## config.mk

```make
export PLATFORM = sky130hd
export DESIGN_NAME = iqws_ctrl
export DESIGN_NICKNAME = d
export VERILOG_FILES = /design/src/rtl/core/iqws_pkg.sv /design/src/rtl/core/iqws_ctrl.sv
export SDC_FILE = /design/constraint.sdc
export NUM_CORES = 1
export LEC_CHECK = 0
export ABC_CLOCK_PERIOD_IN_PS = 2100
export BUFFER_PORTS_ARGS = -buffer_cell sky130_fd_sc_hd__buf_2
export CAP_MARGIN = 20
export CELL_PAD_IN_SITES_DETAIL_PLACEMENT = 2
export CELL_PAD_IN_SITES_GLOBAL_PLACEMENT = 2
export CORE_MARGIN = 2
export CORE_UTILIZATION = 14
export DETAILED_ROUTE_END_ITERATION = 6
export PLACE_DENSITY = 0.72
export SLEW_MARGIN = 20
export SYNTH_ARGS = -nofsm -noshare
export SYNTH_HDL_FRONTEND = slang
export SYNTH_SLANG_ARGS = --single-unit
```

## constraint.sdc

```tcl
create_clock -name clk -period 2.1 [get_ports clk]
set_input_delay 0 -clock clk [delete_from_list [all_inputs] [get_ports clk]]
set_output_delay 0 -clock clk [all_outputs]
set_load 0.01 [all_outputs]
```

## src/rtl/core/iqws_pkg.sv

```systemverilog
// Package for the issue queue wakeup/select block.
// Request and status codes, queue constants, request and result payloads. No dependencies.
package iqws_pkg;
	typedef enum logic [1:0] {
		REQ_DISPATCH = 2'd0,
		REQ_WAKEUP   = 2'd1,
		REQ_SELECT   = 2'd2,
		REQ_REMOVE   = 2'd3
	} req_t;

	typedef enum logic [1:0] {
		ST_OK      = 2'd0,
		ST_FULL    = 2'd1,
		ST_BAD_IDX = 2'd2,
		ST_NONE    = 2'd3
	} status_t;

	localparam int unsigned IQ_DEPTH    = 12;
	localparam int unsigned IQ_TAG_BITS = 6;
	localparam int unsigned DATA_BITS   = 32;
	localparam int unsigned UNIT_BITS   = 3;
	localparam int unsigned IDX_BITS    = 4;

	typedef struct packed {
		logic do_dispatch;
		logic do_wakeup;
		logic do_remove;
		logic do_select;
	} iqws_cmd_t;

	typedef struct packed {
		req_t                         req_type;
		logic [IDX_BITS-1:0]          slot_index;
		logic                         issue_enable;
		logic [UNIT_BITS-1:0]         unit_type;
		logic signed [DATA_BITS-1:0]  literal_value;
		logic                         a_ready;
		logic [IQ_TAG_BITS-1:0]       a_tag;
		logic signed [DATA_BITS-1:0]  a_value;
		logic                         b_ready;
		logic [IQ_TAG_BITS-1:0]       b_tag;
		logic signed [DATA_BITS-1:0]  b_value;
		logic [IQ_TAG_BITS-1:0]       dest_tag;
	} iqws_req_t;

	typedef struct packed {
		status_t                      status_code;
		logic [IDX_BITS-1:0]          picked_index;
		logic signed [DATA_BITS-1:0]  picked_literal;
		logic signed [DATA_BITS-1:0]  picked_a_value;
		logic signed [DATA_BITS-1:0]  picked_b_value;
		logic [IQ_TAG_BITS-1:0]       picked_dest;
		logic [IDX_BITS-1:0]          occupancy;
		logic                         queue_empty;
		logic                         queue_full;
	} iqws_rsp_t;
endpackage

```

## src/rtl/core/iqws_ctrl.sv

```systemverilog
// Controller: decodes requests, checks bounds, owns the result valid flag.
// Depends on iqws_pkg.
module iqws_ctrl #(
	parameter int unsigned QUEUE_DEPTH = 12,
	parameter int unsigned CNT_BITS    = $clog2(QUEUE_DEPTH + 1)
) (
	input  logic                          clk,
	input  logic                          arst_n,
	input  logic                          in_valid,
	output logic                          in_ready,
	input  iqws_pkg::req_t                req,
	input  logic [iqws_pkg::IDX_BITS-1:0] idx,
	input  logic [CNT_BITS-1:0]           count,
	input  logic                          hit,
	output iqws_pkg::iqws_cmd_t           cmd,
	output iqws_pkg::status_t             status,
	output logic                          load,
	output logic                          out_valid,
	input  logic                          out_ready
);
	import iqws_pkg::*;

	logic acc, full;
	logic out_valid_q;

	assign in_ready  = !out_valid_q || out_ready;
	assign acc       = in_valid && in_ready;
	assign load      = acc;
	assign out_valid = out_valid_q;
	assign full      = count == CNT_BITS'(QUEUE_DEPTH);

	always_comb begin
		cmd    = '0;
		status = ST_OK;
		unique case (req)
			REQ_DISPATCH: begin
				if (full) status = ST_FULL;
				else cmd.do_dispatch = acc;
			end
			REQ_WAKEUP: cmd.do_wakeup = acc;
			REQ_SELECT: begin
				cmd.do_select = acc;
				if (!hit) status = ST_NONE;
			end
			REQ_REMOVE: begin
				if ({{(32-IDX_BITS){1'b0}}, idx} >= 32'(count)) status = ST_BAD_IDX;
				else cmd.do_remove = acc;
			end
			default: status = ST_OK;
		endcase
	end

	always_ff @(posedge clk or negedge arst_n) begin
		if (!arst_n) begin
			out_valid_q <= 1'b0;
		end else if (in_ready) begin
			out_valid_q <= in_valid;
		end
	end

	assert property (@(posedge clk) disable iff (!arst_n) out_valid_q && !out_ready |=> out_valid_q)
		else $error("result dropped");
	assert property (@(posedge clk) disable iff (!arst_n) cmd.do_remove |-> count != '0)
		else $error("remove on empty queue");
	assert property (@(posedge clk) disable iff (!arst_n) cmd.do_dispatch |-> !full)
		else $error("dispatch into full queue");
endmodule

```

---- After elaboration in Yosys (flattened, before gate mapping) ----
Cells that the tools add are included.
operators by class
  add/subtract/negate cells ............... 0
  multipliers ............................. 0
  divide/modulo/power cells ............... 0
  magnitude comparators ................... 1
  equal/unequal tests ..................... 4
  shifts and indexed selects .............. 0
  muxes and demuxes ....................... 10
  bitwise operators ....................... 0
  reductions and logical operators ........ 4
operators with widths
  operator            count
  $mux 1              7
  $pmux 2 s3          1
  $eq 2x2->1 const B  2
  $eq 4x4->1 const B  1
  $ge 4x4->1          1
  $mux 2              2
  $eq 2x1->1 const B  1
  $logic_not 2->1     1
  $logic_and 1x1->1   1
  $logic_not 1->1     1
  $logic_or 1x1->1    1
word-level totals
  flip-flop bits (word level) ............. 1
  latch bits .............................. 0
  memory bits (writable) .................. 0
  bits in read-only memories .............. 0
  bits of input ports ..................... 15
  output and inout port bits .............. 9
  word-level logic and storage cells ...... 20
  memories kept ........................... 0

---- Depth between registers and ports, before layout ----
  depth in word-level cells ............... 5
  gate-level depth with buffers ........... 5
  gate-level depth less buffers ........... 5

---- Worst setup path after synthesis ----
No wires, ideal clock.
  path type ............................... reg2out
  from .................................... register out_valid_q, in the netlist out_valid
  to ...................................... output cmd[3] (netlist bit)
  arrival time ............................ 1.050 ns
  data required time ...................... 2.100 ns
  slack ................................... 1.050 ns
  cell stages (with the launch flop) ...... 4
  buffers on the path ..................... 0
  cell sequence ........................... dfrtp_1 -> nand2b_1 -> nand2_1 -> nor4_1
RTL lines
  item                    RTL line         RTL
  start, declared         iqws_ctrl.sv:24  logic out_valid_q;
  start signal, assigned  iqws_ctrl.sv:57  out_valid_q <= in_valid;
  end, declared           iqws_ctrl.sv:15  output iqws_pkg::iqws_cmd_t cmd,

==> run metrics <==
status=complete, no violations; area growth from synthesis to layout=68.5%; R2R Path Start=out_valid; Starting Density=approximately 16%; unrepaired setup endpoints after global routing=false; Primary FF master, synth=dfrtp_1; vias in the first global route=approximately 270; Routed WL=just under 700 um; total negative slack=0 ns; fin. max-slew vios=0; syn nets=between 40 and 50; final setup fails=0; first-pass GRT wire length=between 1000 and 1500 um; power share of the sequential group=around 28%; RD Place Congestion=around 0.66; share of layout cells above drive strength 1=between 40 and 50%; Syn. warnings=0; CP Data Arrival Time=around 1.2 ns; terminus of the critical flop-to-flop path=out_valid; fmax=870 MHz; die area=between 1500 and 2000 sq um; CP Max Fanout=2; relative slew slack=85.9%; initial antenna violation count=0; Synth Area in Adders=a little under a quarter; fillers=about 180; Post-DRT Antenna Nets=0; hold path depth=2; vias=roughly 280; XOR/XNOR share of the synthesized area=0%; clock power share=0%; hpwl dp=between 600 and 700 um; worst vdd ir=~0.00005 V; synth top area cells=ha_1 (24%), dfrtp_1 (12%), inv_1 (11%); final worst path period need=1.15 ns; final instance area=roughly 350 sq um; #FFs+latches synth=1; clock slew at reported path FFs=0 ns; Post-Syn Instances=27; CP startpoint kind=primary input; Synth top area share=about a quarter; NetSw=28.7 uW; leading area contributor after synthesis=ha_1; Remaining DRCs=0; hold_ws=about 0.23 ns; measured slew at the worst slew-check pin=0.209 ns; Largest register FFs=1; GR Overflow Total=0; Die Ht=about 43 um; Sw Ratio=a little under two fifths; Antenna diodes=0; syn avg cell area=between 7 and 8 sq um; 1st-iter DRT viols=1; post-synthesis mux area share=4.76%; main combinational cell family by area after synthesis=simple AND/OR/NAND/NOR gates; hold_sp=in_valid; most frequent cells in the layout=buf_2 (23), inv_1 (6), ha_1 (4); Setup crit end kind=output pin; R2R setup slack=between 1 and 1.5 ns; All-Layer GR Usage=7.19%; commonest non-fill, non-tap cell in the layout=buf_2; P_int=slightly below 50 uW; worst-case reg-to-reg path depth=2; synthesized area=around 210 sq um; Lkg Pwr=between 0.2 and 0.25 nW; largest net degree at the start of global routing=8; nets@finish=72; PostCTS Resize Cnt=0; Post-CTS Setup Inserts=0; asr flop ratio synth=100%; critical path class=in2out; combinational group share of total power=slightly above 70%; max-cap viol count=0; clk_lat worst skew=0 ns; I/O pin total=24; hold buffers post-CTS=1; total core area=1350 sq um; synth unique cells=17; Rows=13; Hold Crit Endpoint=out_valid; Hold Crit Class=in2reg; EDFF count, synth=0; Synth Area in Compound Gates=around an eighth; placed instance area=344 sq um; drt first pass iters=2; number of I/O port buffers=23; Synth Area in Simple Gates=between 30% and 40%; vias per cell=4.20; average wire per standard cell=around 10 um; Setup Skew=0 ns; Power Density=221 nW/um^2; die width=42.8 um; post-synthesis sequential area ratio=11.9%; Final Hold Viols=0; Critical Path RT=roughly 2.1 ns; Final period util=54.7%
[critical path, stage by stage]
cell	delay (ns)
buf_2	0.07
inv_1	0.03
ha_1	0.28
or3b_1	0.34
o2111ai_1	0.11
and3_1	0.18
buf_2	0.12
[power by group through the flow]
stage          registers [mW]  logic [mW]  clock network, mW
2_1_floorplan          0.0222      0.0252                  0
3_3_place_gp           0.0214      0.0553                  0
3_5_place_dp           0.0216      0.0560                  0
4_1_cts                0.0216      0.0579                  0
5_1_grt                0.0217      0.0641                  0
6_report               0.0215      0.0566                  0
[worst max-delay path by stage]
| stage | startpoint | end | slack (ns) | depth (start not counted) |
|---|---|---|---|---|
| 6_report | idx[0] | cmd[1] | 0.95 | 7 |
| 2_1_floorplan | out_valid | cmd[3] | 1.05 | 3 |
| 5_1_grt | idx[0] | cmd[1] | 0.88 | 7 |
| 3_3_place_gp | idx[0] | cmd[1] | 0.96 | 7 |
| 3_5_place_dp | idx[0] | cmd[1] | 0.95 | 7 |
| 4_1_cts | idx[0] | cmd[1] | 0.94 | 7 |
[layer usage]
metal	vias up	share of wire, %	global-route usage [%]
li1	145	-	-
met2	5	52	13.6
met4	0	0	0
met5	-	0	0
met1	127	43	9.27
met3	0	3.9	0.426
[cell families (layout without fill, tap and decap cells)]
group	Yosys count	in the layout
simple gates	11	11
buf+inv	6	30
fa+ha+maj	4	4
compound gates	4	4
mux	1	1
flops	1	1
[per-stage QoR]
stage                     total power [mW]  instances  setup slack, ns  utilization, %
after floorplan                     0.0474         27             1.05               -
after global placement              0.0768         65            0.959            25.5
after detailed placement            0.0776         65            0.949            25.5
after CTS                           0.0796         66            0.942            26.2
after global routing                0.0858         66            0.876            26.2
final                               0.0781         66            0.951            26.2
[area by class of cell]
| cell class | instances | area (sq um) | area share [%] |
|---|---|---|---|
| Multi-Input combinational cell | 20 | 163 | 45.9 |
| Sequential cell | 1 | 25.0 | 7.07 |
| Timing Repair Buffer | 24 | 125 | 35.3 |
| Inverter | 6 | 22.5 | 6.36 |
| Tap cell | 15 | 18.8 | 5.30 |
[cell usage after synthesis, types with 2 or more instances]
library cell	n
inv_1	6
ha_1	4
nand2b_1	2
nor3b_1	2
Power figures use the tool's default switching activity.
