File: config.mk
export PLATFORM = sky130hd
export DESIGN_NAME = iqws_datapath
export DESIGN_NICKNAME = d
export VERILOG_FILES = /design/src/rtl/core/iqws_pkg.sv /design/src/rtl/core/iqws_datapath.sv
export SDC_FILE = /design/constraint.sdc
export NUM_CORES = 2
export LEC_CHECK = 0
export ABC_AREA = 1
export BUFFER_PORTS_ARGS = -buffer_cell sky130_fd_sc_hd__buf_2
export CAP_MARGIN = 0
export CORE_AREA = 2 2 757 382
export CTS_CLUSTER_SIZE = 20
export DETAILED_ROUTE_END_ITERATION = 8
export DIE_AREA = 0 0 759 384
export GPL_TIMING_DRIVEN = 1
export SLEW_MARGIN = 20
export SYNTH_ARGS = -nofsm -noshare
export SYNTH_HDL_FRONTEND = slang
export SYNTH_SLANG_ARGS = --single-unit
File: constraint.sdc
create_clock -name clk -period 6 [get_ports clk]
set_clock_uncertainty 0.1 [all_clocks]
set_input_delay 0.9 -clock clk [delete_from_list [all_inputs] [get_ports clk]]
set_output_delay 0.9 -clock clk [all_outputs]
set_load 0.05 [all_outputs]
File: src/rtl/core/iqws_pkg.sv
// Package for the issue queue wakeup/select block.
// Request and status codes, queue constants, request and result payloads. No dependencies.
package iqws_pkg;
	typedef enum logic [1:0] {
		REQ_DISPATCH = 2'd0,
		REQ_WAKEUP   = 2'd1,
		REQ_SELECT   = 2'd2,
		REQ_REMOVE   = 2'd3
	} req_t;

	typedef enum logic [1:0] {
		ST_OK      = 2'd0,
		ST_FULL    = 2'd1,
		ST_BAD_IDX = 2'd2,
		ST_NONE    = 2'd3
	} status_t;

	localparam int unsigned IQ_DEPTH    = 12;
	localparam int unsigned IQ_TAG_BITS = 6;
	localparam int unsigned DATA_BITS   = 32;
	localparam int unsigned UNIT_BITS   = 3;
	localparam int unsigned IDX_BITS    = 4;

	typedef struct packed {
		logic do_dispatch;
		logic do_wakeup;
		logic do_remove;
		logic do_select;
	} iqws_cmd_t;

	typedef struct packed {
		req_t                         req_type;
		logic [IDX_BITS-1:0]          slot_index;
		logic                         issue_enable;
		logic [UNIT_BITS-1:0]         unit_type;
		logic signed [DATA_BITS-1:0]  literal_value;
		logic                         a_ready;
		logic [IQ_TAG_BITS-1:0]       a_tag;
		logic signed [DATA_BITS-1:0]  a_value;
		logic                         b_ready;
		logic [IQ_TAG_BITS-1:0]       b_tag;
		logic signed [DATA_BITS-1:0]  b_value;
		logic [IQ_TAG_BITS-1:0]       dest_tag;
	} iqws_req_t;

	typedef struct packed {
		status_t                      status_code;
		logic [IDX_BITS-1:0]          picked_index;
		logic signed [DATA_BITS-1:0]  picked_literal;
		logic signed [DATA_BITS-1:0]  picked_a_value;
		logic signed [DATA_BITS-1:0]  picked_b_value;
		logic [IQ_TAG_BITS-1:0]       picked_dest;
		logic [IDX_BITS-1:0]          occupancy;
		logic                         queue_empty;
		logic                         queue_full;
	} iqws_rsp_t;
endpackage

File: src/rtl/core/iqws_datapath.sv
// Entry storage, collapse shift, wakeup compare and oldest-ready select.
// Depends on iqws_pkg.
module iqws_datapath #(
	parameter int unsigned QUEUE_DEPTH = 12,
	parameter int unsigned TAG_BITS    = 6,
	parameter int unsigned CNT_BITS    = $clog2(QUEUE_DEPTH + 1),
	parameter int unsigned IW          = $clog2(QUEUE_DEPTH)
) (
	input  logic                           clk,
	input  logic                           arst_n,
	input  iqws_pkg::iqws_cmd_t            cmd,
	input  logic [IW-1:0]                  rm_idx,
	input  logic                           in_en,
	input  logic [iqws_pkg::UNIT_BITS-1:0] in_unit,
	input  logic [31:0]                    in_lit,
	input  logic                           in_ar,
	input  logic [TAG_BITS-1:0]            in_at,
	input  logic [31:0]                    in_av,
	input  logic                           in_br,
	input  logic [TAG_BITS-1:0]            in_bt,
	input  logic [31:0]                    in_bv,
	input  logic [TAG_BITS-1:0]            in_dest,
	output logic [CNT_BITS-1:0]            count,
	output logic                           hit,
	output logic [IW-1:0]                  hit_idx,
	output logic [31:0]                    hit_lit,
	output logic [31:0]                    hit_av,
	output logic [31:0]                    hit_bv,
	output logic [TAG_BITS-1:0]            hit_dest
);
	import iqws_pkg::*;

	logic [QUEUE_DEPTH-1:0]          en_q, ar_q, br_q;
	logic [UNIT_BITS-1:0]            unit_q [QUEUE_DEPTH];
	logic [31:0]                     lit_q [QUEUE_DEPTH];
	logic [31:0]                     av_q [QUEUE_DEPTH];
	logic [31:0]                     bv_q [QUEUE_DEPTH];
	logic [TAG_BITS-1:0]             at_q [QUEUE_DEPTH];
	logic [TAG_BITS-1:0]             bt_q [QUEUE_DEPTH];
	logic [TAG_BITS-1:0]             dest_q [QUEUE_DEPTH];
	logic [CNT_BITS-1:0]             count_q;
	logic [QUEUE_DEPTH-1:0]          qual;

	assign count = count_q;

	always_comb begin
		for (int i = 0; i < QUEUE_DEPTH; i++) begin
			qual[i] = (CNT_BITS'(i) < count_q) && en_q[i] && ar_q[i] && br_q[i]
				&& (unit_q[i] == in_unit);
		end
	end

	always_comb begin
		hit     = 1'b0;
		hit_idx = '0;
		for (int i = QUEUE_DEPTH - 1; i >= 0; i--) begin
			if (qual[i]) begin
				hit     = 1'b1;
				hit_idx = IW'(i);
			end
		end
		hit_lit  = lit_q[hit_idx];
		hit_av   = av_q[hit_idx];
		hit_bv   = bv_q[hit_idx];
		hit_dest = dest_q[hit_idx];
	end

	always_ff @(posedge clk or negedge arst_n) begin
		if (!arst_n) begin
			count_q <= '0;
		end else if (cmd.do_dispatch) begin
			count_q <= count_q + CNT_BITS'(1);
		end else if (cmd.do_remove) begin
			count_q <= count_q - CNT_BITS'(1);
		end
	end

	always_ff @(posedge clk) begin
		for (int i = 0; i < QUEUE_DEPTH; i++) begin
			if (cmd.do_dispatch && CNT_BITS'(i) == count_q) begin
				en_q[i]   <= in_en;
				unit_q[i] <= in_unit;
				lit_q[i]  <= in_lit;
				ar_q[i]   <= in_ar;
				at_q[i]   <= in_at;
				av_q[i]   <= in_av;
				br_q[i]   <= in_br;
				bt_q[i]   <= in_bt;
				bv_q[i]   <= in_bv;
				dest_q[i] <= in_dest;
			end else if (cmd.do_wakeup && CNT_BITS'(i) < count_q) begin
				if (at_q[i] == in_at) begin
					ar_q[i] <= 1'b1;
					av_q[i] <= in_av;
				end
				if (bt_q[i] == in_at) begin
					br_q[i] <= 1'b1;
					bv_q[i] <= in_av;
				end
			end else if (cmd.do_remove && IW'(i) >= rm_idx && i + 1 < QUEUE_DEPTH) begin
				en_q[i]   <= en_q[i+1];
				unit_q[i] <= unit_q[i+1];
				lit_q[i]  <= lit_q[i+1];
				ar_q[i]   <= ar_q[i+1];
				at_q[i]   <= at_q[i+1];
				av_q[i]   <= av_q[i+1];
				br_q[i]   <= br_q[i+1];
				bt_q[i]   <= bt_q[i+1];
				bv_q[i]   <= bv_q[i+1];
				dest_q[i] <= dest_q[i+1];
			end
		end
	end

	assert property (@(posedge clk) disable iff (!arst_n) count_q <= CNT_BITS'(QUEUE_DEPTH))
		else $error("occupancy above depth");
	assert property (@(posedge clk) disable iff (!arst_n) cmd.do_dispatch |=> count_q != '0)
		else $error("dispatch left queue empty");
	assert property (@(posedge clk) disable iff (!arst_n)
		$countones({cmd.do_dispatch, cmd.do_wakeup, cmd.do_remove}) <= 1)
		else $error("conflicting commands");
endmodule

# Yosys cells after proc, flatten, opt, wreduce, memory -nomap -nowiden
# Memories as Yosys holds them, arrays and structs flattened.
# Index checks and enable logic that the tools add are counted.
[totals]
register_bits = 40
mem_bits_rw = 1404
inputBits = 130
output_inout_bits = 111
wordCells = 813
memories = 7
[memory_table]
columns = ["name", "words", "word_bits", "rd", "rd_ports_with_merged_regs", "write_ports", "line_no", "text"]
rows = [
  ["av_q", 12, 32, 12, 0, 12, "iqws_datapath.sv:36", "logic [31:0] av_q [QUEUE_DEPTH];"],
  ["bv_q", 12, 32, 12, 0, 12, "iqws_datapath.sv:37", "logic [31:0] bv_q [QUEUE_DEPTH];"],
  ["lit_q", 12, 32, 12, 0, 12, "iqws_datapath.sv:35", "logic [31:0] lit_q [QUEUE_DEPTH];"],
  ["at_q", 12, 6, 12, 0, 12, "iqws_datapath.sv:38", "logic [TAG_BITS-1:0] at_q [QUEUE_DEPTH];"],
  ["bt_q", 12, 6, 12, 0, 12, "iqws_datapath.sv:39", "logic [TAG_BITS-1:0] bt_q [QUEUE_DEPTH];"],
  ["dest_q", 12, 6, 12, 0, 12, "iqws_datapath.sv:40", "logic [TAG_BITS-1:0] dest_q [QUEUE_DEPTH];"],
  ["1 more memories", "n/a", "n/a", "n/a", "n/a", "n/a", "n/a", ""],
]
[classes]
addsub = 2
magnitude_cmp = 23
eq_ne = 80
mux = 418
bitwise_logic = 101
n_reduce_logical = 145
[ops]
columns = ["cell", "count"]
rows = [
  ["32-bit two-way mux", 57],
  ["1-bit two-way mux", 303],
  ["6-bit two-way mux", 33],
  ["6-bit == test", 24],
  ["1-bit OR", 101],
  ["1-bit logical AND", 83],
  ["2-bit AND reduction", 35],
  ["3-bit by 2-bit inequality test with 1-bit output (second input constant)", 22],
  ["4-bit two-way mux", 14],
  ["3-bit == test", 12],
  ["3-bit two-way mux", 11],
  ["3-bit nonzero test", 11],
  ["2-bit nonzero test", 15],
  ["2-bit inequality test (second input constant)", 11],
  ["3-bit by 4-bit == test with 1-bit output (first input constant)", 4],
  ["4-bit == test (first input constant)", 4],
  ["3-bit by 4-bit >= comparator with 1-bit output (first input constant)", 4],
  ["3-bit by 4-bit less-than comparator with 1-bit output (first input constant)", 4],
  ["4-bit less-than comparator (first input constant)", 4],
  ["4-bit >= comparator (first input constant)", 3],
  ["2-bit by 4-bit == test with 1-bit output (first input constant)", 2],
  ["1-bit by 4-bit >= comparator with 1-bit output (first input constant)", 2],
  ["2-bit by 4-bit >= comparator with 1-bit output (first input constant)", 2],
  ["1-bit by 4-bit less-than comparator with 1-bit output (first input constant)", 2],
  ["5 further kinds", 6],
]

# Logic depth before layout (Yosys ltp)
# An unclocked memory read counts as a cell.
[logic_depth]
ltp_word = 18
mapped_depth = 25

# Least setup slack after synthesis
# Ideal clock, no wire load.
[synth_timing]
kind = "input -> register"
from = "input rm_idx[3]"
to = "memory av_q[3][0], enable pin"
t_arrival_ns = 6.120
path_slack_ns = -0.648
path_stages = 4
path_buffers = 0
path_cell_list = "nor2_1 > nand2_1 > o21ai_0 > o21bai_1"
[synth_lines]
columns = ["item", "line_no", "text"]
rows = [
  ["from (decl)", "iqws_datapath.sv:12", "input logic [IW-1:0] rm_idx,"],
  ["to (decl)", "iqws_datapath.sv:36", ""],
]

# Final worst setup path
[layout_timing]
from = "register count_q[2] (netlist: count[2])"
to = "output hit_av[23]"
[layout_via]
elab_chain_cells = 18
elab_cells_between_ends = 73
classes_between = "order compare (12); mux (12); reduce/logical (48); memory (1)"
[layout_rtl]
columns = ["item", "line_no", "text"]
rows = [
  ["from (decl)", "iqws_datapath.sv:41", "logic [CNT_BITS-1:0] count_q;"],
  ["from (signal assigned)", "iqws_datapath.sv:72", "count_q <= count_q + CNT_BITS'(1);"],
  ["from (signal assigned)", "iqws_datapath.sv:74", "count_q <= count_q - CNT_BITS'(1);"],
  ["4-bit less-than comparator", "iqws_datapath.sv:48", "qual[i] = (CNT_BITS'(i) < count_q) && en_q[i] && ar_q[i] && br_q[i]"],
  ["1-bit logical AND (3 in a row)", "iqws_datapath.sv:48", ""],
  ["1-bit logical AND", "iqws_datapath.sv:49", "&& (unit_q[i] == in_unit);"],
  ["4-bit two-way mux (11 in a row)", "iqws_datapath.sv:57", "if (qual[i]) begin"],
  ["4-bit two-way mux (*)", "iqws_datapath.sv:57", ""],
  ["memory read 12 x 32 bit (*)", "n/a", ""],
  ["to (decl)", "iqws_datapath.sv:27", "output logic [31:0] hit_av,"],
]
# Every way passes the cells marked *; elsewhere a longest branch is shown, timed or not.

==> summary.txt <==
Logic synthesis
  • Cell area after synthesis: 79400 um^2
  • Syn. warnings: 0
  • Most frequent cell after synthesis: nand2_1
  • Top-area cell type share of the netlist area: 0.544
  • Post-synth EDFFs: 1440
  • Syn_area_per_cell: 8.63 um^2
  • Register area share after synthesis: 0.546
  • Syn nets: 9334
  • Mapped Cells: 9199
  • Asr flop ratio synth: 0.00277
  • #FFs+latches synth: 1444
  • Main synth FF type: edfxtp_1
  • Unique masters post-synth: 47
  • Synth cell count leaders: nand2_1, edfxtp_1, nand3_1
  • Dominant cell type by area after synthesis: edfxtp_1
  • Synth top area cells: edfxtp_1, nand2_1, nand3_1

Flow run
  • Max cap viols: 0

Clock tree
  • CTS HTree Levels: 4
  • CTS tree: built
  • # clock sinks: 1444
  • Clock buffer depth: 4
  • Clock Latency Late Sink: 0.85 ns
  • Root buf cell: clkbuf_16
  • CTS Buf Count: 154
  • Worst-path clk slew: 0.06 ns

Floorplanning
  • Core Area: 285000 um^2
  • Die Span Y: 384 um
  • FP Rows: 139
  • Boundary pin count: 241
  • Starting density of the core: 0.278
  • Die area: 291000 um^2
  • Die Wd: 759 um

Worst setup path
  • Reg2reg end: lit_q[1][24]$_DFFE_PP_
  • CP peak stage delay: 0.76 ns
  • Crit path cell chain: nor2_1 -> inv_1 -> nor2_1 -> inv_1 -> nand4_4 -> buf_4 -> buf_4 -> nand3_1 -> nand3_1 -> nand3_1 -> nand3_1 -> nand2_1 -> buf_12
  • Setup CP Type: reg2out
  • Crit-path max FO: 63
  • Worst EP required: 5.00 ns
  • WP buf/inv: 5
  • Critical path endpoint category: primary output
  • R2r setup slk: 2.00 ns
  • Crit path top cell by count: nand3_1
  • Worst r2r src: count[0]$_DFFE_PN0P_
  • Critical path arrival: 4.87 ns
  • Crit-path leading delay family: buffers and inverters
  • FF-to-FF path depth: 7
  • Slowest cell on crit path: buf_4
  • Worst setup SP type: flop

Placement
  • Port-buffer cells: 239
  • GP Congestion: 0.846
  • DP Worst Slack: 0.594 ns
  • Post-DP HPWL: 177000 um

Finish
  • Layout area overhead: 13.9%
  • FILL cells: 29400
  • Layout Nets: 9108
  • Multi-input gate area: 29000 um^2
  • Register area: 43300 um^2
  • Share of cells above drive strength 1: 0.0861

Power
  • Int Power: 21.3 mW
  • Comb pwr share: 0.322
  • Switch Pwr: 12.8 mW
  • Power Density: 377 nW/um^2
  • Static leakage: 37.7 nW
  • Power Total: 34.1 mW
  • Sw Share: 0.375
  • Sequential power share: 0.405
  • Clock power share: 0.273
  • Peak VDD IR: 0.343 mV

GRT
  • Global-route wire length before repair: 429000 um
  • Number of global-route vias before repair: 59700
  • GR Overflow Total: 0
  • Largest net degree at the start of global routing: 151
  • Overall routing resource usage: 0.196
  • Initial antenna violation count: 55

Routing
  • DR DRC count: 0
  • Final wirelength: 298000 um
  • Via count: 66700
  • Antenna violation net count after detailed routing: 0
  • Initial DRC count: 9988
  • First drt pass iteration count: 6
  • Drt via density: 5.17
  • WL/cell: 23.1 um

Min path
  • Hold crit path type: in2reg
  • Start point of the worst min-delay path: in_bv[9]
  • Hold path endpoint: bv_q[11][9]$_DFFE_PP_
  • Hold depth: 3

Timing
  • Post-route setup slack: 0.129 ns
  • Period utilisation layout: 0.979
  • Hold Vio Cnt, Final: 0
  • Fin crit period: 5.87 ns
  • Slew @ Worst Pin: 1.15 ns
  • Setup violations, final: 0
  • RSZ-0062 raised after global routing: yes
  • Max Clock Freq: 170 MHz
  • Slew Viols, Final: 0
  • Slew margin rel.: 0.233

Status
  • Status: finished, final reports clean
metrics by stage:
| step | area, um^2 | TNS, ns | cells | utilization | hold WS (ns) |
|---|---|---|---|---|---|
| floorplan | 79400 | 0 | 9199 | - | 0.421 |
| global placement | 85700 | 0 | 12600 | 0.300 | 0.431 |
| detailed placement | 85700 | 0 | 12600 | 0.300 | 0.431 |
| CTS | 90200 | 0 | 12900 | 0.316 | 0.268 |
| global route | 90400 | -0.0437 | 12900 | 0.317 | 0.293 |
| finish | 90400 | 0 | 12900 | 0.317 | 0.319 |
cells in the final DEF, fill, tap and decap left out, types with 8 or more instances in the layout:
cell,Yosys,routed
nand4_1,17,17
o21ai_0,1050,1046
nor2_1,276,274
buf_4,15,112
edfxtp_1,1440,1440
nand3_1,1309,1290
mux2_2,101,101
o22ai_1,16,16
clkbuf_1,511,33
nand2_4,1,13
buf_12,0,126
xnor2_1,52,52
nand3_4,0,12
nand2_2,1,17
clkbuf_16,0,157
nor4_1,17,17
a21oi_1,148,147
o221ai_1,8,8
xor2_1,58,58
clkinv_2,1,14
clkinv_1,12,53
buf_2,176,154
nor3_1,12,12
inv_1,1148,1144
nand2_1,2199,2169
diode_2,0,21
a31oi_1,45,44
o211ai_1,438,438
cell families (layout without fill, tap and decap cells):
kind of cell,Yosys count,in the layout,synth area share
AO/OA/AOI/OAI,1738,1738,0.126
XOR/XNOR,110,110,0.0121
adder cells (fa/ha/maj),5,5,0.000788
buffers and inverters,1957,1833,0.0967
flip-flops,1444,1444,0.546
multiplexers,101,101,0.0143
other,0,21,0
AND/OR/NAND/NOR,3844,3845,0.204
final cells by class:
type | instances | share of cell area
antenna | 21 | 0.000581
clock buffer | 188 | 0.0443
clock inverter | 71 | 0.00584
inverter | 1169 | 0.0489
multi-input combinational | 5799 | 0.320
sequential | 1444 | 0.479
tap | 3807 | 0.0527
timing repair buffer | 405 | 0.0482
sequential cells by signal, summed over array words and instances (netlist names):
signal  flops
bt_q       72
ar_q       12
at_q       72
av_q      384
en_q       12
dest_q     72
br_q       12
unit_q     36
count       4
lit_q     384
bv_q      384
worst register-to-register path, stage by stage (launching register included):
cell,delay (ns)
dfrtp_2,0.45
inv_1,0.14
ha_1,0.24
o21ai_0,0.54
nand2_1,0.46
a21oi_1,0.72
clkinv_2,0.41
buf_4,0.50
power by group through the flow:
stage | clock, mW | sequential [mW] | combinational (mW)
after floorplan | 0 | 14.0 | 6.09
after global placement | 0 | 14.0 | 10.7
after detailed placement | 0 | 14.0 | 10.8
after CTS | 9.40 | 13.8 | 10.8
after global routing | 9.80 | 14.0 | 11.8
final | 9.33 | 13.8 | 11.0
what timing repair did:
action | in CTS | in global routing
buffers inserted | 0 | 2
endpoints found under the setup margin | 0 | 63
endpoints found under the hold margin | 4 | 0
hold buffers | 1 | 0
gates resized for setup | 0 | 23
worst max-delay path by stage:
stage / slack [ns] / cells after the start / end / start
floorplan: 0.24 / 5 / av_q[11][0]$_DFFE_PP_ / cmd[3]
global route: -0.03 / 23 / hit_lit[15] / count[0]$_DFFE_PN0P_
global placement: 0.58 / 25 / hit_av[16] / in_unit[1]
finish: 0.13 / 13 / hit_av[23] / count[2]$_DFFE_PN0P_
CTS: 0.04 / 23 / hit_av[16] / count[0]$_DFFE_PN0P_
detailed placement: 0.59 / 17 / hit_lit[23] / in_unit[1]
per-layer routing:
metal | up-vias | global-route usage | wire, um
li1 | 30800 | - | -
met1 | 31300 | 0.305 | 136000
met2 | 4180 | 0.263 | 115000
met3 | 450 | 0.0576 | 40800
met4 | 22 | 0.0424 | 6410
met5 | - | 0 | 130
(Power assumes the default switching activity.)
